<file path="src/rtl/core/assert_macros.svh">
// assertion macros, included by the conversion engine rtl
`ifndef ASSERT_MACROS_SVH
`define ASSERT_MACROS_SVH

`ifndef SYNTHESIS
`define ASSERT_CLK(label, clk, rst, prop, msg) \
   label: assert property (@(posedge clk) disable iff (rst) prop) else $error(msg);
`define ASSERT_NEVER(label, clk, rst, cond, msg) \
   label: assert property (@(posedge clk) disable iff (rst) !(cond)) else $error(msg);
`else
`define ASSERT_CLK(label, clk, rst, prop, msg)
`define ASSERT_NEVER(label, clk, rst, cond, msg)
`endif

`endif

</file>
<file path="src/rtl/core/b2a_pkg.sv">
// shared types, constants and helpers of the binary to ascii digit unit
package b2a_pkg;

   localparam int VALUE_BITS = 32;
   localparam int TDATA_W    = ((VALUE_BITS + 7) / 8) * 8;
   localparam int DEC_DIGITS = (VALUE_BITS * 30103) / 100000 + 1;
   localparam int DIG_BITS   = DEC_DIGITS * 4;
   localparam int REM_W      = $clog2(DEC_DIGITS + 1);
   localparam int CNT_W      = $clog2(VALUE_BITS);
   localparam int Q_DEPTH    = 2;
   localparam int Q_PTR_W    = $clog2(Q_DEPTH);
   localparam int Q_CNT_W    = $clog2(Q_DEPTH + 1);

   localparam logic KIND_DEC = 1'b0;
   localparam logic KIND_HEX = 1'b1;

   localparam logic [7:0] ASCII_ZERO   = 8'h30;
   localparam logic [7:0] ASCII_LETTER = 8'h37;

   typedef struct packed {
      logic                  hex;
      logic [VALUE_BITS-1:0] value;
   } item_type;

   // nibble to ascii, digits above nine become upper-case letters
   function automatic logic [7:0] hex_char(input logic [3:0] nib);
      logic [7:0] res;
      if (nib <= 4'd9) begin
         res = ASCII_ZERO + {4'd0, nib};
      end else begin
         res = ASCII_LETTER + {4'd0, nib};
      end
      return res;
   endfunction

   // one double-dabble step: correct each bcd digit, then shift in one bit
   function automatic logic [DIG_BITS-1:0] dabble(input logic [DIG_BITS-1:0] dig,
                                                  input logic               bit_in);
      logic [DIG_BITS-1:0] adj;
      adj = dig;
      for (int i = 0; i < DEC_DIGITS; i++) begin
         if (adj[i*4 +: 4] >= 4'd5) begin
            adj[i*4 +: 4] = adj[i*4 +: 4] + 4'd3;
         end
      end
      return {adj[DIG_BITS-2:0], bit_in};
   endfunction

endpackage

</file>
<file path="src/rtl/core/binary_to_ascii_digits_unit.sv">
// top level of the binary to ascii digit unit
//
// usage:
//   request channel: req_tdata carries the value, req_tuser the kind
//   (0 decimal, 1 hexadecimal); a transfer hands over one number
//   response channel: one transfer per ascii character, most significant
//   digit first, leading zeros dropped, rsp_tlast on the final character;
//   a zero value gives the single character '0'
//   work starts once a number has passed the input stage, the queue and the
//   engine; decimal first runs a bit-serial bcd conversion (one step per
//   value bit), then drops leading zeros and emits the characters, while hex
//   goes straight to dropping leading zeros and emitting; the single shared
//   conversion engine takes a new number only once its previous run is done
//   a two-entry queue lets the input side take further numbers while the
//   engine works or the receiver stalls; when rsp_tready stays low the
//   engine holds its character in the output register and pauses
//   reset (synchronous, active high) empties the queue and the output
//   register and returns the engine to idle
module binary_to_ascii_digits_unit
   import b2a_pkg::*;
(
   input  logic               clock,
   input  logic               reset,
   input  logic               req_tvalid,
   output logic               req_tready,
   input  logic [TDATA_W-1:0] req_tdata,  // [31:0] value
   input  logic               req_tuser,  // [0] kind
   output logic               rsp_tvalid,
   input  logic               rsp_tready,
   output logic [7:0]         rsp_tdata,  // [7:0] char_out
   output logic               rsp_tlast
);

   // front to queue
   logic     push;
   logic     push_ready;
   item_type push_item;

   // queue to engine
   logic     pop;
   logic     pop_valid;
   item_type pop_item;

   b2a_front u_front (
      .clock      (clock),
      .reset      (reset),
      .req_tvalid (req_tvalid),
      .req_tready (req_tready),
      .req_tdata  (req_tdata),
      .req_tuser  (req_tuser),
      .push       (push),
      .push_item  (push_item),
      .push_ready (push_ready)
   );

   b2a_queue u_queue (
      .clock      (clock),
      .reset      (reset),
      .push       (push),
      .push_item  (push_item),
      .push_ready (push_ready),
      .pop        (pop),
      .pop_valid  (pop_valid),
      .pop_item   (pop_item)
   );

   // engine owns the output register that feeds the response channel
   b2a_back u_back (
      .clock      (clock),
      .reset      (reset),
      .pop_valid  (pop_valid),
      .pop_item   (pop_item),
      .pop        (pop),
      .rsp_tvalid (rsp_tvalid),
      .rsp_tready (rsp_tready),
      .rsp_tdata  (rsp_tdata),
      .rsp_tlast  (rsp_tlast)
   );

endmodule

</file>
<file path="src/rtl/core/b2a_front.sv">
// input stage: takes items from the request channel and classifies them
module b2a_front
   import b2a_pkg::*;
(
   input  logic               clock,
   input  logic               reset,
   input  logic               req_tvalid,
   output logic               req_tready,
   input  logic [TDATA_W-1:0] req_tdata,
   input  logic               req_tuser,
   output logic               push,
   output item_type           push_item,
   input  logic               push_ready
);

   logic     valid_ff, valid_in;
   item_type item_ff, item_in;
   logic     take;

   assign req_tready = !valid_ff || push_ready;
   assign take       = req_tvalid && req_tready;
   assign push       = valid_ff && push_ready;
   assign push_item  = item_ff;

   always_comb begin
      valid_in = take || (valid_ff && !push_ready);
      item_in  = item_ff;
      if (take) begin
         item_in.hex   = (req_tuser == KIND_HEX);
         item_in.value = req_tdata[VALUE_BITS-1:0];
      end
   end

   always_ff @(posedge clock) begin
      if (reset) begin
         valid_ff <= 1'b0;
      end else begin
         valid_ff <= valid_in;
      end
   end

   always_ff @(posedge clock) begin
      item_ff <= item_in;
   end

endmodule

</file>
<file path="src/rtl/core/b2a_queue.sv">
// short fifo between the input stage and the conversion engine
module b2a_queue
   import b2a_pkg::*;
(
   input  logic     clock,
   input  logic     reset,
   input  logic     push,
   input  item_type push_item,
   output logic     push_ready,
   input  logic     pop,
   output logic     pop_valid,
   output item_type pop_item
);

   item_type             mem [Q_DEPTH];
   logic [Q_PTR_W-1:0]   wr_ptr_ff, wr_ptr_in;
   logic [Q_PTR_W-1:0]   rd_ptr_ff, rd_ptr_in;
   logic [Q_CNT_W-1:0]   cnt_ff, cnt_in;

   assign push_ready = (cnt_ff != Q_CNT_W'(Q_DEPTH));
   assign pop_valid  = (cnt_ff != '0);
   assign pop_item   = mem[rd_ptr_ff];

   always_comb begin
      wr_ptr_in = wr_ptr_ff;
      rd_ptr_in = rd_ptr_ff;
      cnt_in    = cnt_ff;
      if (push) begin
         wr_ptr_in = (wr_ptr_ff == Q_PTR_W'(Q_DEPTH - 1)) ? '0 : wr_ptr_ff + 1'b1;
      end
      if (pop) begin
         rd_ptr_in = (rd_ptr_ff == Q_PTR_W'(Q_DEPTH - 1)) ? '0 : rd_ptr_ff + 1'b1;
      end
      if (push && !pop) begin
         cnt_in = cnt_ff + 1'b1;
      end else if (pop && !push) begin
         cnt_in = cnt_ff - 1'b1;
      end
   end

   always_ff @(posedge clock) begin
      if (reset) begin
         wr_ptr_ff <= '0;
         rd_ptr_ff <= '0;
         cnt_ff    <= '0;
      end else begin
         wr_ptr_ff <= wr_ptr_in;
         rd_ptr_ff <= rd_ptr_in;
         cnt_ff    <= cnt_in;
      end
   end

   always_ff @(posedge clock) begin
      if (push) begin
         mem[wr_ptr_ff] <= push_item;
      end
   end

endmodule

</file>
<file path="src/rtl/core/b2a_back.sv">
// conversion engine: bit-serial bcd conversion and digit emission
module b2a_back
   import b2a_pkg::*;
(
   input  logic               clock,
   input  logic               reset,
   input  logic               pop_valid,
   input  item_type           pop_item,
   output logic               pop,
   output logic               rsp_tvalid,
   input  logic               rsp_tready,
   output logic [7:0]         rsp_tdata,
   output logic               rsp_tlast
);

`include "assert_macros.svh"

   localparam logic [1:0] ST_IDLE = 2'd0;
   localparam logic [1:0] ST_CONV = 2'd1;
   localparam logic [1:0] ST_EMIT = 2'd2;

   logic [1:0]            state_ff, state_in;
   logic [DIG_BITS-1:0]   dig_ff, dig_in;
   logic [VALUE_BITS-1:0] val_ff, val_in;
   logic [CNT_W-1:0]      cnt_ff, cnt_in;
   logic [REM_W-1:0]      rem_ff, rem_in;
   logic                  started_ff, started_in;
   logic                  out_valid_ff, out_valid_in;
   logic [7:0]            out_char_ff, out_char_in;
   logic                  out_last_ff, out_last_in;
   logic                  out_free;
   logic                  emit;
   logic [3:0]            top_nib;

   assign out_free   = !out_valid_ff || rsp_tready;
   assign top_nib    = dig_ff[DIG_BITS-1 -: 4];
   assign pop        = (state_ff == ST_IDLE) && pop_valid;
   assign rsp_tvalid = out_valid_ff;
   assign rsp_tdata  = out_char_ff;
   assign rsp_tlast  = out_last_ff;

   always_comb begin
      state_in     = state_ff;
      dig_in       = dig_ff;
      val_in       = val_ff;
      cnt_in       = cnt_ff;
      rem_in       = rem_ff;
      started_in   = started_ff;
      out_valid_in = out_valid_ff && !rsp_tready;
      out_char_in  = out_char_ff;
      out_last_in  = out_last_ff;
      emit         = 1'b0;
      case (state_ff)
         ST_IDLE: begin
            if (pop_valid) begin
               rem_in     = REM_W'(DEC_DIGITS);
               started_in = 1'b0;
               cnt_in     = CNT_W'(VALUE_BITS - 1);
               val_in     = pop_item.value;
               if (pop_item.hex) begin
                  // hex digits are the value's nibbles as they stand
                  dig_in   = {{(DIG_BITS - VALUE_BITS){1'b0}}, pop_item.value};
                  state_in = ST_EMIT;
               end else begin
                  dig_in   = '0;
                  state_in = ST_CONV;
               end
            end
         end
         ST_CONV: begin
            dig_in = dabble(dig_ff, val_ff[VALUE_BITS-1]);
            val_in = {val_ff[VALUE_BITS-2:0], 1'b0};
            cnt_in = cnt_ff - 1'b1;
            if (cnt_ff == '0) begin
               state_in = ST_EMIT;
            end
         end
         ST_EMIT: begin
            if (!started_ff && top_nib == 4'd0 && rem_ff != REM_W'(1)) begin
               // leading zero, dropped without an output slot
               dig_in = {dig_ff[DIG_BITS-5:0], 4'd0};
               rem_in = rem_ff - 1'b1;
            end else if (out_free) begin
               emit         = 1'b1;
               out_valid_in = 1'b1;
               out_char_in  = hex_char(top_nib);
               out_last_in  = (rem_ff == REM_W'(1));
               started_in   = 1'b1;
               dig_in       = {dig_ff[DIG_BITS-5:0], 4'd0};
               rem_in       = rem_ff - 1'b1;
               if (rem_ff == REM_W'(1)) begin
                  state_in = ST_IDLE;
               end
            end
         end
         default: begin
            state_in = ST_IDLE;
         end
      endcase
   end

   always_ff @(posedge clock) begin
      if (reset) begin
         state_ff     <= ST_IDLE;
         out_valid_ff <= 1'b0;
      end else begin
         state_ff     <= state_in;
         out_valid_ff <= out_valid_in;
      end
   end

   always_ff @(posedge clock) begin
      dig_ff      <= dig_in;
      val_ff      <= val_in;
      cnt_ff      <= cnt_in;
      rem_ff      <= rem_in;
      started_ff  <= started_in;
      out_char_ff <= out_char_in;
      out_last_ff <= out_last_in;
   end

   `ASSERT_CLK(a_emit_rem_nonzero, clock, reset, (state_ff == ST_EMIT) |-> (rem_ff != '0), "digit count ran out while emitting")
   `ASSERT_CLK(a_last_ends_run, clock, reset, (emit && out_last_in) |=> (state_ff == ST_IDLE), "engine did not return to idle after last character")
   `ASSERT_NEVER(a_pop_while_busy, clock, reset, emit && pop, "new item taken while a run is emitted")
   `ASSERT_CLK(a_conv_no_output, clock, reset, (state_ff == ST_CONV) |=> !(out_valid_ff && !$past(out_valid_ff)), "character produced during conversion")

endmodule

</file>
<file path="config.mk">
export PLATFORM = sky130hd
export DESIGN_NAME = binary_to_ascii_digits_unit
export DESIGN_NICKNAME = d
export VERILOG_FILES = /design/src/rtl/core/b2a_pkg.sv /design/src/rtl/core/binary_to_ascii_digits_unit.sv /design/src/rtl/core/b2a_front.sv /design/src/rtl/core/b2a_queue.sv /design/src/rtl/core/b2a_back.sv
export VERILOG_INCLUDE_DIRS = /design/src /design/src/rtl/core
export SDC_FILE = /design/constraint.sdc
export NUM_CORES = 1
export LEC_CHECK = 0
export BUFFER_PORTS_ARGS = -buffer_cell sky130_fd_sc_hd__buf_2
export CAP_MARGIN = 15
export CORE_ASPECT_RATIO = 1.4
export CORE_UTILIZATION = 61
export DETAILED_ROUTE_END_ITERATION = 8
export GPL_TIMING_DRIVEN = 1
export PLACE_DENSITY = 0.88
export REMOVE_ABC_BUFFERS = 1
export SLEW_MARGIN = 20
export SYNTH_ARGS = -nofsm -noshare
export SYNTH_HDL_FRONTEND = slang
export SYNTH_HIERARCHICAL = 1
export SYNTH_SLANG_ARGS = --single-unit
</file>
<file path="constraint.sdc">
create_clock -name clock -period 4.6 [get_ports clock]
set_input_delay 0.46 -clock clock [delete_from_list [all_inputs] [get_ports clock]]
set_output_delay 0.46 -clock clock [all_outputs]
set_load 0.005 [all_outputs]
</file>
Word-level counts from Yosys, hierarchy flattened
Memory sizes are Yosys's and may differ from the RTL's. A register that Yosys moved wholly into a read port is not among the register bits.
Cells that the tools add are included.
{"block": "word_totals", "ff_bits": 132, "latchBits": 0, "mem_bits_rw": 66, "mem_bits_ro": 0, "input_bits": 37, "out_inout_bits": 11, "elab_cells": 136, "memories": 1}
{"block": "classes", "n_addsub": 18, "n_mul": 0, "div": 0, "n_lt_le_gt_ge": 11, "eq_ne": 11, "shifts": 0, "mux": 46, "n_bitwise": 1, "reduce_logical": 33}
{"name": "u_queue.mem", "depth": 2, "word_bits": 33, "rd": 1, "rd_clocked_by_memory_dff": 1, "write_ports": 1, "line_no": "b2a_queue.sv:15", "rtl": "item_type mem [Q_DEPTH];"}
{"cell": "$mux W40", "n": 3}
{"cell": "$pmux W40 S3", "n": 1}
{"cell": "$mux W32", "n": 2}
{"cell": "$pmux W32 S2", "n": 1}
{"cell": "$mux W4", "n": 12}
{"cell": "$ge A4 B3 Y1 const B", "n": 10}
{"cell": "$add A4 B2 Y4 const B", "n": 9}
{"cell": "$mux W2", "n": 8}
{"cell": "$add A6 B4 Y7 const A", "n": 2}
{"cell": "$mux W1", "n": 12}
{"cell": "$pmux W5 S2", "n": 1}
{"cell": "$logic_and A1 B1 Y1", "n": 9}
{"cell": "$reduce_and A3 Y1", "n": 3}
{"cell": "$mux W8", "n": 1}
{"cell": "$ne A2 B1 Y1 const B", "n": 4}
{"cell": "$pmux W4 S2", "n": 1}
{"cell": "$reduce_bool A2 Y1", "n": 4}
{"cell": "$logic_not A1 Y1", "n": 7}
{"cell": "$pmux W2 S3", "n": 1}
{"cell": "$logic_not A5 Y1", "n": 1}
{"cell": "$mux W5", "n": 1}
{"cell": "$reduce_and A5 Y1", "n": 1}
{"cell": "$sub A5 B1 Y5 const B", "n": 1}
{"cell": "$eq A4 B1 Y1 const B", "n": 1}
{"cell": "20 further kinds", "n": 24}

Longest topological paths before layout
{"block": "logic_depth", "word_depth": 6, "ltp_mapped": 9, "ltp_nobuf": 9}

Cells and area by module
The synthesis kept the hierarchy.
{"mod": "b2a_back", "n_inst": 1, "cells_each": 423, "area_each_um2": 5082.4, "seq_area_each_um2": 2762.6}
{"mod": "b2a_queue", "n_inst": 1, "cells_each": 125, "area_each_um2": 2588.7, "seq_area_each_um2": 2082.0}
{"mod": "b2a_front", "n_inst": 1, "cells_each": 39, "area_each_um2": 1053.5, "seq_area_each_um2": 1011.0}

Least setup slack after synthesis
Ideal clock, no wire load.
{"block": "synth_timing", "path_type": "reg-to-reg", "startpoint": "register u_back.state_ff[1]", "endpoint": "register u_back.cnt_ff[0] (enable)", "arrival_ps": 3396, "required_time_ps": 4117, "setup_slack_ps": 722, "path_stages_with_launch": 6, "n_path_buf": 1, "synth_period_minus_slack_ps": 3878, "cell_sequence": "dfxtp_1 -> inv_1 -> ha_1 -> clkbuf_1 -> inv_1 -> o21ai_0"}
{"block": "synth_via", "elab_chain_cells": 3, "word_cells_on_any_way": 5, "cone_classes": "2 x eq/ne; 3 x reduce/logical"}
{"element": "from (decl)", "line_no": "b2a_back.sv:22", "rtl": "logic [1:0] state_ff, state_in;"}
{"element": "from (signal assigned)", "line_no": "b2a_back.sv:107", "rtl": "state_ff <= state_in;"}
{"element": "$eq A2 B1 Y1 or $logic_not A2 Y1 (tied branches)", "line_no": "b2a_back.sv:53", "rtl": "case (state_ff)"}
{"element": "$reduce_bool A2 Y1 (no source line) or $ne A2 B1 Y1 (tied branches)"}
{"element": "$reduce_and A2 Y1 (no source line) *"}
{"element": "to (signal assigned)", "line_no": "b2a_back.sv:115", "rtl": "cnt_ff <= cnt_in;"}
{"element": "to (decl)", "line_no": "b2a_back.sv:25", "rtl": "logic [CNT_W-1:0] cnt_ff, cnt_in;"}
Every way passes the cells marked *; elsewhere a longest branch is shown, timed or not.
A chain may end at the register's enable or synchronous reset.

Worst setup path after layout
{"block": "layout_timing", "startpoint": "register u_back.dig_ff[36]", "endpoint": "register u_back.dig_ff[9] (enable)"}
{"block": "layout_via", "elab_chain_cells": 5}
{"element": "from (decl)", "line_no": "b2a_back.sv:23", "rtl": "logic [DIG_BITS-1:0] dig_ff, dig_in;"}
{"element": "from (signal assigned)", "line_no": "b2a_back.sv:113", "rtl": "dig_ff <= dig_in;"}
{"element": "$logic_not A4 Y1", "line_no": "b2a_back.sv:79", "rtl": "if (!started_ff && top_nib == 4'd0 && rem_ff != REM_W'(1)) begin"}
{"element": "$logic_and A1 B1 Y1 (2 in a row)", "line_no": "b2a_back.sv:79"}
{"element": "$ne A3 B1 Y1 (no source line)"}
{"element": "$reduce_and A3 Y1 (no source line)"}
No other way between the ends.

==> impl_metrics.prom <==
# TYPE chip_impl_metric gauge
chip_impl_metric{name="insertion_delay",unit="ns"} 0.42
chip_impl_metric{name="cts_hold_buf",unit=""} 0
chip_impl_info{name="cp_cell_sequence",value="inv_1 -> ha_1 -> or4b_4 -> o21ai_2 -> nor2_2 -> nor3b_4 -> buf_4"} 1
chip_impl_metric{name="drc",unit=""} 0
chip_impl_metric{name="cp_max_fo",unit=""} 40
chip_impl_metric{name="postRouteAntennaNets",unit=""} 0
chip_impl_metric{name="finish.net_count",unit=""} 704
chip_impl_metric{name="drt_pass1_iterations",unit=""} 5
chip_impl_metric{name="fin_ws",unit="ns"} 2.07
chip_impl_metric{name="clock_sink_count",unit=""} 198
chip_impl_info{name="cts_tree",value="done"} 1
chip_impl_metric{name="period_needed",unit="ns"} 2.53
chip_impl_metric{name="synth_cell_types",unit=""} 48
chip_impl_metric{name="tritoncts_buffer_count",unit=""} 17
chip_impl_metric{name="final.fill_count",unit=""} 906
chip_impl_metric{name="detail_route.wirelength",unit="um"} 15500
chip_impl_metric{name="holdPathStages",unit=""} 1
chip_impl_metric{name="site_row_count",unit=""} 51
chip_impl_metric{name="port_buffers",unit=""} 46
chip_impl_metric{name="cts.path.max_buffers",unit=""} 2
chip_impl_metric{name="die_x",unit="um"} 103
chip_impl_metric{name="ys_ff_latch",unit=""} 198
chip_impl_info{name="worst-setup-path-type",value="flop to flop"} 1
chip_impl_metric{name="power.switching",unit="W"} 0.00207
chip_impl_metric{name="post_synth_instance_area",unit="um^2"} 8720
chip_impl_metric{name="placeableCoreArea",unit="um^2"} 13900
chip_impl_metric{name="postCtsSetupBuffers",unit=""} 0
chip_impl_metric{name="finish.cell_count_without_fillers",unit=""} 834
chip_impl_metric{name="initial_core_util",unit="%"} 62.7
chip_impl_metric{name="max_freq",unit="GHz"} 0.395
chip_impl_metric{name="insertedDiodeCount",unit=""} 0
chip_impl_metric{name="cpPeakStageDelay",unit="ns"} 0.48
chip_impl_metric{name="synth.yosys.seq_area_share",unit="%"} 67.1
chip_impl_metric{name="die_h",unit="um"} 144
chip_impl_metric{name="grt.total_usage",unit="%"} 22.3
chip_impl_metric{name="hpwl",unit="um"} 9650
chip_impl_metric{name="r2r_cells",unit=""} 7
chip_impl_metric{name="grt-ovfl-total",unit=""} 0
chip_impl_info{name="run_status",value="finished, final reports clean"} 1
chip_impl_metric{name="final-max-slew-violation-count",unit=""} 0
chip_impl_metric{name="io-pin-count",unit=""} 48
chip_impl_metric{name="multiInputGateArea",unit="um^2"} 2670
chip_impl_metric{name="max_cap_violations",unit=""} 0
chip_impl_metric{name="die-area",unit="um^2"} 14800
chip_impl_info{name="hp-class",value="input port to flop"} 1
chip_impl_metric{name="synthCells",unit=""} 587
chip_impl_metric{name="vias",unit=""} 4967
chip_impl_info{name="critical_path.startpoint_type",value="flop"} 1
chip_impl_metric{name="grt_antenna_before_repair",unit=""} 0
chip_impl_info{name="kind_of_end_point_of_the_critical_path",value="flop"} 1
chip_impl_metric{name="power_density",unit="nW/um^2"} 651
chip_impl_metric{name="timing.setup.tns",unit="ns"} 0
chip_impl_metric{name="layout_worst_path_cycle_share",unit="%"} 55.0
chip_impl_metric{name="yosysWarnings",unit=""} 6
chip_impl_metric{name="layout-drive-gt1-share",unit="%"} 21.3
chip_impl_metric{name="worstPathRequired",unit="ns"} 4.66
chip_impl_info{name="clock_tree.root_cell",value="sky130_fd_sc_hd__clkbuf_16"} 1
chip_impl_metric{name="internal_power",unit="W"} 0.00428
chip_impl_metric{name="gp_congestion",unit=""} 0.896
chip_impl_metric{name="dpl_worst_slack",unit="ns"} 1.90
chip_impl_metric{name="vdd.ir_drop.worst",unit="mV"} 0.375
chip_impl_metric{name="relSlewSlack",unit="%"} 52.7
chip_impl_metric{name="power.share.clock",unit="%"} 22.1
chip_impl_info{name="unrepaired_setup_endpoints_after_global_routing",value="no"} 1
chip_impl_metric{name="via_count_of_the_first_global_routing_pass",unit=""} 5152
chip_impl_metric{name="clock_skew",unit="ns"} 0.0118
chip_impl_metric{name="p_seq_share",unit="%"} 47.1
chip_impl_metric{name="maximum_number_of_pins_on_one_net_before_global_route_repair",unit=""} 43
chip_impl_metric{name="tightestPinTransition",unit="ns"} 0.709
chip_impl_metric{name="synthesis.area_per_instance",unit="um^2"} 14.9
chip_impl_metric{name="post_dp_cell_area",unit="um^2"} 9150
chip_impl_metric{name="avgRoutedWirePerCell",unit="um"} 18.6
chip_impl_info{name="crit_slowest_cell",value="sky130_fd_sc_hd__buf_4"} 1
chip_impl_metric{name="detail_route.vias_per_cell",unit=""} 5.96
chip_impl_metric{name="area_occupied_by_registers",unit="um^2"} 5860
chip_impl_metric{name="hold_viol_final",unit=""} 0
chip_impl_metric{name="clk_pin_slew",unit="ns"} 0.07
chip_impl_metric{name="drt_first_iter_violations",unit=""} 369
chip_impl_metric{name="cts_max_level",unit=""} 4
chip_impl_metric{name="p_leak",unit="nW"} 3.45
chip_impl_metric{name="grt_first_pass_wirelength",unit="um"} 24500
chip_impl_metric{name="dp_cells",unit=""} 802
chip_impl_metric{name="resize_count_post_cts",unit=""} 0
chip_impl_metric{name="fin_area",unit="um^2"} 9740
chip_impl_metric{name="netSwitchingFraction",unit="%"} 32.7
chip_impl_metric{name="critPathArrivalTime",unit="ns"} 2.58
chip_impl_metric{name="area_growth",unit="%"} 11.7
chip_impl_metric{name="finalSetupViolCount",unit=""} 0
chip_impl_metric{name="comb_power_share",unit="%"} 30.7
## worst max-delay path, delay by kind of cell, from the launching register on
family / cells / cell delay [ns]
and+or+nand+nor: 3 / 0.69
buffers and inverters: 2 / 0.66
DFF: 1 / 0.43
AOI/OAI and AO/OA: 1 / 0.18
adders and majority gates: 1 / 0.17
## synth_stat cells, drive strengths merged
cell	count	area [um^2]
and2	5	35.0
nor2b	6	37.5
nand3	1	5.00
clkbuf	14	52.6
a21oi	32	164
a21boi	1	7.51
o31ai	3	22.5
nor3	3	15.0
xnor2	16	140
a221oi	1	8.76
mux2	73	822
nor2	9	36.3
and3b	1	10.0
a31o	1	8.76
nor3b	18	145
a32oi	3	26.3
or2b	1	7.51
xor2	5	43.8
ha	30	375
nand4	1	6.26
a22oi	26	195
inv	32	120
or2	1	6.26
o21ai	53	269
a21bo	1	10.0
buf	9	55.1
o311ai	1	8.76
or3	1	6.26
a32o	2	20.0
dfxtp	9	180
a21o	1	7.51
nand2b	14	95.1
conb	1	3.75
a211oi	1	7.51
or4b	1	13.8
nand2	20	75.1
and3	1	6.26
edfxtp	189	5680
## cell type report
cell class,count,share of cell area [%]
flip-flops and latches,198,60.1
multi-input cells,334,27.4
clock buffers,17,4.37
repair buffers,54,3.18
well taps,185,2.38
clock inverters,14,1.37
inverters,32,1.23
## sequential cells by signal, summed over array words and instances, names as in the netlist, 4 cells and up, named ones only
signal and flops:
u_back/cnt_ff 5, u_back/dig_ff 40, u_back/rem_ff 4, u_back/rsp_tdata 7
u_back/val_ff 32, u_front/push_item 33, u_queue/mem 66
## final timing paths
check,start,endpoint,slack [ns]
setup / recovery,u_back/dig_ff[36],u_back/dig_ff[9],2.07
hold / removal,req_tdata[20],u_front/push_item[20],0.21
setup reg to reg,u_back/dig_ff[36],u_back/dig_ff[9],2.07
hold reg to reg,u_front/push_item[18],u_queue/mem[0][18],0.44
## metal layers
metal | global-route usage [%] | share of wire [%] | vias to the layer above | wire length [um]
li1 | - | - | 2310 | -
met1 | 25.2 | 39 | 2433 | 6020
met2 | 39.4 | 54 | 189 | 8420
met3 | 4.86 | 4.4 | 35 | 680
met4 | 11.1 | 2.4 | 0 | 374
met5 | 0 | 0 | - | 0
## cell families (layout without fill, tap and decap cells)
group / count (synthesis) / in the layout / share of synthesized area, %
fa+ha+maj: 30 / 30 / 4.30
other cells: 1 / 1 / 0.0430
compound gates: 126 / 126 / 8.66
buf+inv: 55 / 117 / 2.61
mux: 73 / 73 / 9.42
xor+xnor: 21 / 21 / 2.11
simple gates: 83 / 83 / 5.74
flops: 198 / 198 / 67.1
## stage by stage
step / utilization (%) / total power [W] / hold slack, ns
2_1_floorplan: - / 0.00431 / 0.421
3_3_place_gp: 65.8 / 0.00467 / 0.422
3_5_place_dp: 65.8 / 0.00487 / 0.430
4_1_cts: 69.8 / 0.00631 / 0.195
5_1_grt: 70.0 / 0.00666 / 0.189
6_report: 70.0 / 0.00635 / 0.208
## power by group through the flow
stage | Combinational [W] | Sequential [W] | Clock, W
2_1_floorplan | 0.00135 | 0.00296 | 0
3_3_place_gp | 0.00170 | 0.00297 | 0
3_5_place_dp | 0.00186 | 0.00301 | 0
4_1_cts | 0.00190 | 0.00298 | 0.00143
5_1_grt | 0.00213 | 0.00304 | 0.00150
6_report | 0.00195 | 0.00299 | 0.00141
## placed cells by master (no fill, tap or decap), types with 17 or more instances in the layout
master / count
sky130_fd_sc_hd__edfxtp_1: 189
sky130_fd_sc_hd__o21ai_0: 48
sky130_fd_sc_hd__buf_2: 46
sky130_fd_sc_hd__mux2_2: 40
sky130_fd_sc_hd__mux2_1: 33
sky130_fd_sc_hd__inv_1: 32
sky130_fd_sc_hd__a21oi_1: 31
sky130_fd_sc_hd__ha_1: 30
sky130_fd_sc_hd__a22oi_1: 26
sky130_fd_sc_hd__nand2_1: 19
sky130_fd_sc_hd__clkbuf_16: 17
No activity file was read; power rests on OpenSTA's default activity.
